File: src/sv/pcm_frame_unpacker_defines.svh
// Assertion macros shared by the PCM frame unpacker RTL.
// Needs a clock and an active-low reset in scope where the short form is used.
`ifndef PCM_FRAME_UNPACKER_DEFINES_SVH
`define PCM_FRAME_UNPACKER_DEFINES_SVH

// Concurrent assertion on an explicit clock and active-low reset.
`define PFU_ASSERT_CLK(label, clk, rst_n, prop, msg) \
  label: assert property (@(posedge clk) disable iff (!rst_n) prop) else $error(msg);

// Concurrent assertion on clk_i and rst_ni.
`define PFU_ASSERT(label, prop, msg) `PFU_ASSERT_CLK(label, clk_i, rst_ni, prop, msg)

`endif

File: src/sv/pfu_pkg.sv
// Package of the PCM frame unpacker: configuration, command and status types.
// Used by the register block, the controller, the datapath and the top level.
package pfu_pkg;

  localparam int unsigned DEF_MAX_CHANNELS     = 8;
  localparam int unsigned DEF_MAX_SAMPLE_BYTES = 4;

  localparam int unsigned CFG_AW = 5;   // byte address of the last register is 16
  localparam int unsigned SIZE_W = 7;   // frame size and byte address arithmetic

  typedef enum logic [2:0] {
    REG_SAMPLE_BYTES  = 3'd0,
    REG_CHANNEL_COUNT = 3'd1,
    REG_BIG_ENDIAN    = 3'd2,
    REG_FRAME_LIMIT   = 3'd3,
    REG_CHANNEL_ORDER = 3'd4
  } reg_idx_e;

  localparam logic [2:0]  RST_SAMPLE_BYTES  = 3'd2;
  localparam logic [3:0]  RST_CHANNEL_COUNT = 4'd2;
  localparam logic        RST_BIG_ENDIAN    = 1'b0;
  localparam logic [31:0] RST_FRAME_LIMIT   = 32'd0;
  localparam logic [23:0] RST_CHANNEL_ORDER = 24'hFAC688;

  typedef struct packed {
    logic [2:0]  sample_bytes;
    logic [3:0]  channel_count;
    logic        big_endian;
    logic [31:0] frame_limit;
    logic [23:0] channel_order;
  } cfg_t;

  typedef struct packed {
    logic take_byte;
    logic start_frame;
    logic pick;
    logic fetch;
    logic load_zero;
    logic load_sample;
    logic next_chan;
  } cmd_t;

  typedef struct packed {
    logic blocked;
    logic frame_end;
    logic zero_pick;
    logic k_last;
    logic j_last;
  } status_t;

endpackage

File: src/sv/pfu_regs.sv
// Configuration registers of the PCM frame unpacker behind an APB-style port.
// Depends on pfu_pkg for the register indices, reset values and cfg_t.
module pfu_regs import pfu_pkg::*; (
  input  logic              clk_i,
  input  logic              rst_ni,
  input  logic              psel,
  input  logic              penable,
  input  logic              pwrite,
  input  logic [CFG_AW-1:0] paddr,
  input  logic [31:0]       pwdata,
  output logic [31:0]       prdata,
  output logic              pready,
  output cfg_t              cfg_o
);

  cfg_t       cfg_q;
  logic [2:0] reg_idx;
  logic       wr_en;

  assign reg_idx = paddr[4:2];
  assign wr_en   = psel & penable & pwrite;
  assign pready  = 1'b1;
  assign cfg_o   = cfg_q;

  always_ff @(posedge clk_i or negedge rst_ni) begin
    if (!rst_ni) begin
      cfg_q.sample_bytes  <= RST_SAMPLE_BYTES;
      cfg_q.channel_count <= RST_CHANNEL_COUNT;
      cfg_q.big_endian    <= RST_BIG_ENDIAN;
      cfg_q.frame_limit   <= RST_FRAME_LIMIT;
      cfg_q.channel_order <= RST_CHANNEL_ORDER;
    end else if (wr_en) begin
      unique case (reg_idx)
        REG_SAMPLE_BYTES:  cfg_q.sample_bytes  <= pwdata[2:0];
        REG_CHANNEL_COUNT: cfg_q.channel_count <= pwdata[3:0];
        REG_BIG_ENDIAN:    cfg_q.big_endian    <= pwdata[0];
        REG_FRAME_LIMIT:   cfg_q.frame_limit   <= pwdata;
        REG_CHANNEL_ORDER: cfg_q.channel_order <= pwdata[23:0];
        default: ;
      endcase
    end
  end

  always_comb begin
    unique case (reg_idx)
      REG_SAMPLE_BYTES:  prdata = {29'd0, cfg_q.sample_bytes};
      REG_CHANNEL_COUNT: prdata = {28'd0, cfg_q.channel_count};
      REG_BIG_ENDIAN:    prdata = {31'd0, cfg_q.big_endian};
      REG_FRAME_LIMIT:   prdata = cfg_q.frame_limit;
      REG_CHANNEL_ORDER: prdata = {8'd0, cfg_q.channel_order};
      default:           prdata = 32'd0;
    endcase
  end

endmodule

File: src/sv/pfu_ctrl.sv
// Controller of the PCM frame unpacker: collects bytes, then sequences the results.
// Depends on pfu_pkg for cmd_t and status_t, and on the assertion macro header.
`include "pcm_frame_unpacker_defines.svh"
module pfu_ctrl import pfu_pkg::*; (
  input  logic    clk_i,
  input  logic    rst_ni,
  input  logic    s_tvalid_i,
  output logic    s_tready_o,
  output logic    m_tvalid_o,
  input  logic    m_tready_i,
  input  status_t status_i,
  output cmd_t    cmd_o
);

  typedef enum logic [4:0] {
    ST_COLLECT = 5'b00001,
    ST_PICK    = 5'b00010,
    ST_FETCH   = 5'b00100,
    ST_DRAIN   = 5'b01000,
    ST_SEND    = 5'b10000
  } state_e;

  state_e state_q, state_d;

  always_ff @(posedge clk_i or negedge rst_ni) begin
    if (!rst_ni) begin
      state_q <= ST_COLLECT;
    end else begin
      state_q <= state_d;
    end
  end

  always_comb begin
    state_d    = state_q;
    cmd_o      = '0;
    s_tready_o = 1'b0;
    m_tvalid_o = 1'b0;
    unique case (state_q)
      ST_COLLECT: begin
        s_tready_o = 1'b1;
        // Words that arrive once the frame limit is reached are taken and dropped.
        if (s_tvalid_i && !status_i.blocked) begin
          cmd_o.take_byte = 1'b1;
          if (status_i.frame_end) begin
            cmd_o.start_frame = 1'b1;
            state_d           = ST_PICK;
          end
        end
      end
      ST_PICK: begin
        if (status_i.zero_pick) begin
          cmd_o.load_zero = 1'b1;
          state_d         = ST_SEND;
        end else begin
          cmd_o.pick = 1'b1;
          state_d    = ST_FETCH;
        end
      end
      ST_FETCH: begin
        cmd_o.fetch = 1'b1;
        if (status_i.k_last) begin
          state_d = ST_DRAIN;
        end
      end
      ST_DRAIN: begin
        // The last byte read is merged on its way into the output register.
        cmd_o.load_sample = 1'b1;
        state_d           = ST_SEND;
      end
      ST_SEND: begin
        m_tvalid_o = 1'b1;
        if (m_tready_i) begin
          if (status_i.j_last) begin
            state_d = ST_COLLECT;
          end else begin
            cmd_o.next_chan = 1'b1;
            state_d         = ST_PICK;
          end
        end
      end
      default: state_d = ST_COLLECT;
    endcase
  end

  `PFU_ASSERT(a_sides_apart, !(s_tready_o && m_tvalid_o), "input and output open together")
  `PFU_ASSERT(a_load_after_fetch, cmd_o.load_sample |-> $past(cmd_o.fetch), "load without read")
  `PFU_ASSERT(a_fetch_in_range, cmd_o.fetch |-> !status_i.zero_pick, "read for a zero sample")
  `PFU_ASSERT(a_last_fetch_loads, cmd_o.fetch && status_i.k_last |=> cmd_o.load_sample, "no load")

endmodule

File: src/sv/pfu_dp.sv
// Datapath of the PCM frame unpacker: frame byte store, counters, sample assembly
// and the output register. Depends on pfu_pkg for cfg_t, cmd_t and status_t.
module pfu_dp import pfu_pkg::*; #(
  parameter int unsigned MAX_CHANNELS     = DEF_MAX_CHANNELS,
  parameter int unsigned MAX_SAMPLE_BYTES = DEF_MAX_SAMPLE_BYTES
) (
  input  logic        clk_i,
  input  logic        rst_ni,
  input  cfg_t        cfg_i,
  input  logic [7:0]  data_byte_i,
  input  cmd_t        cmd_i,
  output status_t     status_o,
  output logic [2:0]  out_channel_o,
  output logic [31:0] sample_value_o,
  output logic        out_status_o,
  output logic        frame_last_o
);

  localparam int unsigned DEPTH  = MAX_CHANNELS * MAX_SAMPLE_BYTES;
  localparam int unsigned AW     = (DEPTH > 1) ? $clog2(DEPTH) : 1;
  localparam logic [2:0]  MAX_NB = 3'(MAX_SAMPLE_BYTES);
  localparam logic [3:0]  MAX_NC = 4'(MAX_CHANNELS);

  logic [7:0]        mem_q [DEPTH];
  logic [7:0]        rd_data_q;
  logic              rd_vld_q;
  logic [1:0]        rd_k_q;
  logic [AW-1:0]     bp_q;
  logic [31:0]       frames_done_q;
  logic [2:0]        j_q;
  logic [1:0]        k_q;
  logic [31:0]       raw_q;
  logic [2:0]        nb;
  logic [3:0]        nc;
  logic [SIZE_W-1:0] size;
  logic [SIZE_W-1:0] bp_inc;
  logic [SIZE_W-1:0] rd_addr_full;
  logic [AW-1:0]     rd_addr;
  logic [2:0]        src;
  logic              unsupported;
  logic [31:0]       raw_next;
  logic [31:0]       norm;

  function automatic logic [31:0] merge_byte(input logic [31:0] raw, input logic [7:0] b,
                                             input logic [1:0] kk, input logic be);
    logic [31:0] res;
    if (be) begin
      res = {raw[23:0], b};
    end else begin
      res = raw | (32'(b) << {kk, 3'b000});
    end
    return res;
  endfunction

  // Out-of-range sizes are clamped to the nearest legal value.
  always_comb begin
    if (cfg_i.sample_bytes == 3'd0) begin
      nb = 3'd1;
    end else if (cfg_i.sample_bytes > MAX_NB) begin
      nb = MAX_NB;
    end else begin
      nb = cfg_i.sample_bytes;
    end
    if (cfg_i.channel_count == 4'd0) begin
      nc = 4'd1;
    end else if (cfg_i.channel_count > MAX_NC) begin
      nc = MAX_NC;
    end else begin
      nc = cfg_i.channel_count;
    end
  end

  assign size         = SIZE_W'(nb) * SIZE_W'(nc);
  assign bp_inc       = SIZE_W'(bp_q) + SIZE_W'(1);
  assign src          = cfg_i.channel_order[3*j_q +: 3];
  assign unsupported  = cfg_i.big_endian && (nb >= 3'd3);
  assign rd_addr_full = SIZE_W'(src) * SIZE_W'(nb) + SIZE_W'(k_q);
  assign rd_addr      = rd_addr_full[AW-1:0];

  assign status_o.blocked   = (cfg_i.frame_limit != 32'd0) &&
                              (frames_done_q >= cfg_i.frame_limit);
  assign status_o.frame_end = (bp_inc >= size);
  assign status_o.zero_pick = unsupported || ({1'b0, src} >= nc);
  assign status_o.k_last    = ({1'b0, k_q} == (nb - 3'd1));
  assign status_o.j_last    = ({1'b0, j_q} == (nc - 4'd1));

  always_ff @(posedge clk_i or negedge rst_ni) begin
    if (!rst_ni) begin
      bp_q          <= '0;
      frames_done_q <= 32'd0;
      j_q           <= 3'd0;
      k_q           <= 2'd0;
      rd_vld_q      <= 1'b0;
      rd_k_q        <= 2'd0;
    end else begin
      if (cmd_i.take_byte) begin
        if (status_o.frame_end) begin
          bp_q <= '0;
          if (cfg_i.frame_limit != 32'd0) begin
            frames_done_q <= frames_done_q + 32'd1;
          end
        end else begin
          bp_q <= bp_inc[AW-1:0];
        end
      end
      if (cmd_i.start_frame) begin
        j_q <= 3'd0;
      end else if (cmd_i.next_chan) begin
        j_q <= j_q + 3'd1;
      end
      if (cmd_i.pick) begin
        k_q <= 2'd0;
      end else if (cmd_i.fetch) begin
        k_q <= k_q + 2'd1;
      end
      rd_vld_q <= cmd_i.fetch;
      rd_k_q   <= k_q;
    end
  end

  always_ff @(posedge clk_i) begin
    if (cmd_i.take_byte) begin
      mem_q[bp_q] <= data_byte_i;
    end
    if (cmd_i.fetch) begin
      rd_data_q <= mem_q[rd_addr];
    end
  end

  // Each read byte lands in the cycle after its address and is merged then.
  assign raw_next = merge_byte(raw_q, rd_data_q, rd_k_q, cfg_i.big_endian);

  always_ff @(posedge clk_i) begin
    if (cmd_i.pick) begin
      raw_q <= 32'd0;
    end else if (rd_vld_q) begin
      raw_q <= raw_next;
    end
  end

  // Left-justify to Q1.31; 8-bit samples are offset binary, so the top bit flips.
  always_comb begin
    case (nb)
      3'd1:    norm = {~raw_next[7], raw_next[6:0], 24'd0};
      3'd2:    norm = {raw_next[15:0], 16'd0};
      3'd3:    norm = {raw_next[23:0], 8'd0};
      default: norm = raw_next;
    endcase
  end

  always_ff @(posedge clk_i) begin
    if (cmd_i.load_zero || cmd_i.load_sample) begin
      out_channel_o  <= j_q;
      sample_value_o <= cmd_i.load_sample ? norm : 32'd0;
      out_status_o   <= unsupported;
      frame_last_o   <= status_o.j_last;
    end
  end

endmodule

File: src/sv/pcm_frame_unpacker.sv
// Collection takes one word per cycle; the word that completes a frame starts emission.
// Each result then passes through pick and send for a zero sample, else through pick,
// one store read per byte, merge and send; no word is taken during emission.
// The frame store has a single read port, so a sample's bytes are read one after another.
// Reset sets the registers to their defaults and clears the byte position and frame
// count; the frame store is not cleared.
module pcm_frame_unpacker import pfu_pkg::*; #(
  parameter int unsigned MAX_CHANNELS     = DEF_MAX_CHANNELS,
  parameter int unsigned MAX_SAMPLE_BYTES = DEF_MAX_SAMPLE_BYTES
) (
  input  logic              clk_i,
  input  logic              rst_ni,
  input  logic              s_axis_tvalid_i,
  output logic              s_axis_tready_o,
  input  logic [7:0]        s_axis_tdata_i,   // [7:0] data_byte
  output logic              m_axis_tvalid_o,
  input  logic              m_axis_tready_i,
  output logic [39:0]       m_axis_tdata_o,   // [2:0] out_channel, [34:3] sample_value
  output logic              m_axis_tlast_o,   // frame_last
  output logic              m_axis_tuser_o,   // [0] status
  input  logic              psel,
  input  logic              penable,
  input  logic              pwrite,
  input  logic [CFG_AW-1:0] paddr,
  input  logic [31:0]       pwdata,
  output logic [31:0]       prdata,
  output logic              pready
);

  cfg_t        cfg;
  cmd_t        cmd;
  status_t     status;
  logic [2:0]  out_channel;
  logic [31:0] sample_value;

  pfu_regs u_regs (
    .clk_i   (clk_i),
    .rst_ni  (rst_ni),
    .psel    (psel),
    .penable (penable),
    .pwrite  (pwrite),
    .paddr   (paddr),
    .pwdata  (pwdata),
    .prdata  (prdata),
    .pready  (pready),
    .cfg_o   (cfg)
  );

  pfu_ctrl u_ctrl (
    .clk_i      (clk_i),
    .rst_ni     (rst_ni),
    .s_tvalid_i (s_axis_tvalid_i),
    .s_tready_o (s_axis_tready_o),
    .m_tvalid_o (m_axis_tvalid_o),
    .m_tready_i (m_axis_tready_i),
    .status_i   (status),
    .cmd_o      (cmd)
  );

  pfu_dp #(
    .MAX_CHANNELS     (MAX_CHANNELS),
    .MAX_SAMPLE_BYTES (MAX_SAMPLE_BYTES)
  ) u_dp (
    .clk_i          (clk_i),
    .rst_ni         (rst_ni),
    .cfg_i          (cfg),
    .data_byte_i    (s_axis_tdata_i),
    .cmd_i          (cmd),
    .status_o       (status),
    .out_channel_o  (out_channel),
    .sample_value_o (sample_value),
    .out_status_o   (m_axis_tuser_o),
    .frame_last_o   (m_axis_tlast_o)
  );

  assign m_axis_tdata_o = {5'd0, sample_value, out_channel};

endmodule

File: config.mk
export PLATFORM = sky130hd
export DESIGN_NAME = pcm_frame_unpacker
export DESIGN_NICKNAME = d
export VERILOG_FILES = /design/src/sv/pfu_pkg.sv /design/src/sv/pfu_regs.sv /design/src/sv/pfu_ctrl.sv /design/src/sv/pfu_dp.sv /design/src/sv/pcm_frame_unpacker.sv
export VERILOG_INCLUDE_DIRS = /design/src /design/src/sv
export SDC_FILE = /design/constraint.sdc
export NUM_CORES = 1
export LEC_CHECK = 0
export BUFFER_PORTS_ARGS = -buffer_cell sky130_fd_sc_hd__buf_2
export CELL_PAD_IN_SITES_DETAIL_PLACEMENT = 0
export CELL_PAD_IN_SITES_GLOBAL_PLACEMENT = 1
export CORE_MARGIN = 2
export CORE_UTILIZATION = 40
export CTS_CLUSTER_SIZE = 40
export DETAILED_ROUTE_END_ITERATION = 10
export PLACE_DENSITY_LB_ADDON = 0.3
export SLEW_MARGIN = 20
export SYNTH_ARGS = -nofsm -noshare
export SYNTH_HDL_FRONTEND = slang
export SYNTH_SLANG_ARGS = --single-unit
File: constraint.sdc
create_clock -name clk_i -period 5.8 [get_ports clk_i]
set_clock_uncertainty 0.1 [all_clocks]
set_input_delay 0 -clock clk_i [delete_from_list [all_inputs] [get_ports clk_i]]
set_output_delay 0 -clock clk_i [all_outputs]
set_load 0.01 [all_outputs]
==> qor.txt <==
crit path launch: u_dp.j_q[1]
most frequent cell after synthesis: edfxtp_1
CTS H-Tree Depth: 2
Final Hold Vio Count: 0
Yosys top cell by area: edfxtp_1
top cells by count, synth: 301 x edfxtp_1, 156 x nor2_1, 99 x dfrtp_1
ys flop type: edfxtp_1
startpoint types: register
Worst Setup Path Type: register to register
die width: 234 µm
Multi-input gate area: 0.00779 mm²
HPWL Detailed: 33.4 mm
worst-skew pair later-pin latency: 0.59 ns
hold-fix buffers at CTS: 49
# setup viols final: 0
r2r setup slk: 0.85 ns
IO Pins: 129
Inserted Diodes: 0
Die H: 234 µm
hold crit path type: input port to register
Net count, final: 1873
CP Data Required Time: 6.17 ns
Worst Hold Launch: pwdata[4]
number of enable flip-flop cells after synthesis: 301
Synthesis Warnings: 0
status: complete, no violations
RSZ-0062 raised after global routing: no
sequential area share after synthesis: 59.5%
Max Buffers Root-to-Sink: 3
Register Area: 0.0126 mm²
power density over cell area: 428 mW/mm²
ANT nets after route: 0
maxcap violations: 0
r2r startpoint: u_dp.j_q[1]
routability congestion estimate from global placement: 0.809
CTS tree: yes
share of the synthesized area in the top cell type: 42.9%
pin count of the biggest net entering global routing: 72
Via density: 5.34
initial antenna violation count: 1
initial DRC count: 981
CP endpoint kind: register
#FFs+latches synth: 447
core area: 0.0523 mm²
DR vias: 13244
share of synthesized registers carrying an async set or reset: 25.5%
mean routed wirelength per cell: 20.2 µm
Leak: 9.48 nW
total grt overflow: 0
Arr. time, crit path: 5.32 ns
final WL: 50.2 mm
first-pass GRT wire length: 76.3 mm
TritonCTS sink count: 447
1st-pass router iterations: 5
synth unique cells: 60
Slew @ Worst Pin: 1.08 ns
setup_tns: 0 ns
maximum clock frequency: 202 MHz
Syn Inst Count: 1601
Slowest cell on crit path: mux4_1
Register-to-Register Path Depth: 15
IO buf count: 120
Area growth, synth to finish: 16.3%
Fillers: 4608
hold path depth: 4
layout cell share with drive strength beyond 1: 20.0%
Initial Utilization: 40.3%
CTS Buf Count: 48
peak fanout along the critical path: 18
number of global-route vias before repair: 12855
Die Footprint: 0.0546 mm²
Std-Cell Rows: 84
DRC: 0
Tmin final: 4.95 ns
Period Utilization, post-route: 85.3%
WHS Endpoint: u_regs.cfg_o[28]
Slew HR: 28.0%
Layout Cell Area excl Fill: 0.0245 mm²
Critical Path, Cell by Cell: buf_4 > mux4_1 > mux2i_1 > nor2b_1 > fa_1 > ha_1 > ha_1 > a21o_1 > a21oi_1 > xnor2_1 > xnor2_4 > buf_16 > buf_4 > mux2i_1 > and4_1
Syn Area/Cell: 13.2 µm²
VDD IR max: 0.238 mV
Slew Limit Fails: 0
Area after DPL: 0.0223 mm²
count of cells resized by post-cts repair: 0
GRT Resource Usage Total: 18.3%
Netlist Area Pre-Place: 0.0211 mm²
Worst-path clk slew: 0.06 ns
Reg-to-Reg End: u_dp.rd_data_q[4]
final hold slack: 0.0664 ns
post-CTS setup buffer count: 0
Root Buffer: clkbuf_16
CP peak stage delay: 0.64 ns
Final Power: 10.5 mW
ranking of synthesized cells by area: edfxtp_1 43%, dfrtp_1 12%, mux4_2 6.8%
[metal layers]
metal  track usage, %  vias up  share of wire (%)
li1                 -     6262                  -
met1             26.0     6583                 46
met2             29.1      328                 47
met3             2.93       71                5.1
met4             5.62        0                2.4
met5                0        -                  0
[through the flow]
step | setup WS (ns) | utilization, % | instances
floorplan | 1.63 | - | 1605
detailed placement | 0.496 | 42.7 | 2337
global route | 0.582 | 46.9 | 2478
global placement | 0.583 | 42.7 | 2337
CTS | 0.505 | 46.8 | 2476
finish | 0.852 | 46.9 | 2478
[cell families (layout without fill, tap and decap cells)]
group | Yosys count | after routing | share of synthesized area, %
AO/OA/AOI/OAI | 241 | 241 | 7.50
XOR/XNOR | 52 | 52 | 2.25
adder cells (fa/ha/maj) | 71 | 71 | 4.39
buffers and inverters | 187 | 372 | 3.72
flip-flops | 447 | 447 | 59.5
multiplexers | 171 | 171 | 12.7
other | 2 | 6 | 0.0356
AND/OR/NAND/NOR | 430 | 430 | 9.91
[where the power goes]
part           switching [mW]  internal (mW)
Sequential              0.254           3.75
Clock                    1.28           1.91
Combinational            1.89           1.42
Total                    3.42           7.08
[worst max-delay path, delay by kind of cell, from the launching register on]
kind,cells,cell delay (ns)
buf+inv,3,0.67
mux,3,1.19
flops,1,0.40
xor+xnor,2,0.67
fa+ha+maj,3,1.14
compound gates,2,0.31
simple gates,2,0.33
[worst max-delay path by stage]
| stage | endpoint | slack, ns | cells past startpoint |
|---|---|---|---|
| floorplan | u_dp.frame_last_o | 1.63 | 10 |
| global placement | u_dp.rd_data_q[4] | 0.58 | 14 |
| detailed placement | u_dp.rd_data_q[4] | 0.50 | 14 |
| CTS | u_dp.rd_data_q[4] | 0.50 | 14 |
| global route | u_dp.frames_done_q[7] | 0.58 | 16 |
| finish | u_dp.rd_data_q[4] | 0.85 | 15 |
[layout by cell type (no fill, tap or decap), types with 6 or more instances in the layout]
cell	synthesis	final
buf_2	8	119
nor4_1	36	36
xnor2_1	14	14
dfstp_2	15	15
nand3_1	20	20
mux4_2	64	64
and4_1	16	16
clkinv_2	0	9
a21oi_1	60	60
a22o_1	21	21
inv_1	86	86
ha_1	66	64
o2bb2ai_1	7	7
clkbuf_16	0	49
nand2_1	92	92
nor3_1	24	22
nor2_1	156	154
dfrtp_1	99	97
mux2i_1	57	57
dlygate4sd3_1	0	48
nand4_1	8	8
bufinv_16	0	6
xor2_1	37	37
and2_1	7	7
nor2b_1	10	10
buf_4	7	24
nand2b_1	9	9
a211oi_1	41	41
o21ai_0	60	60
clkbuf_1	70	13
edfxtp_1	301	301
a22oi_1	11	11
mux2_2	43	43
clkbuf_8	0	6
mux4_1	6	6
a221oi_1	8	8
o21a_1	11	11
dfxtp_1	32	32
and3_1	40	40
conb_1	2	6
[layout make-up]
class	instances	area share, %
flip-flops and latches	447	51.2
multi-input cells	971	31.8
clock buffers	68	5.54
repair buffers	195	5.48
well taps	688	3.51
inverters	87	1.33
clock inverters	22	1.17
[flip-flops by register name (all words and copies together), names as in the netlist, 3 cells and up]
register and flops:
u_dp.mem_q 256, u_regs.cfg_o 64, u_dp.frames_done_q 32, u_dp.raw_q 32
u_dp.sample_value_o 32, u_dp.rd_data_q 8, u_ctrl.state_q 5, u_dp.bp_q 5
u_dp.j_q 3, u_dp.out_channel_o 3
Power figures use the tool's default switching activity.
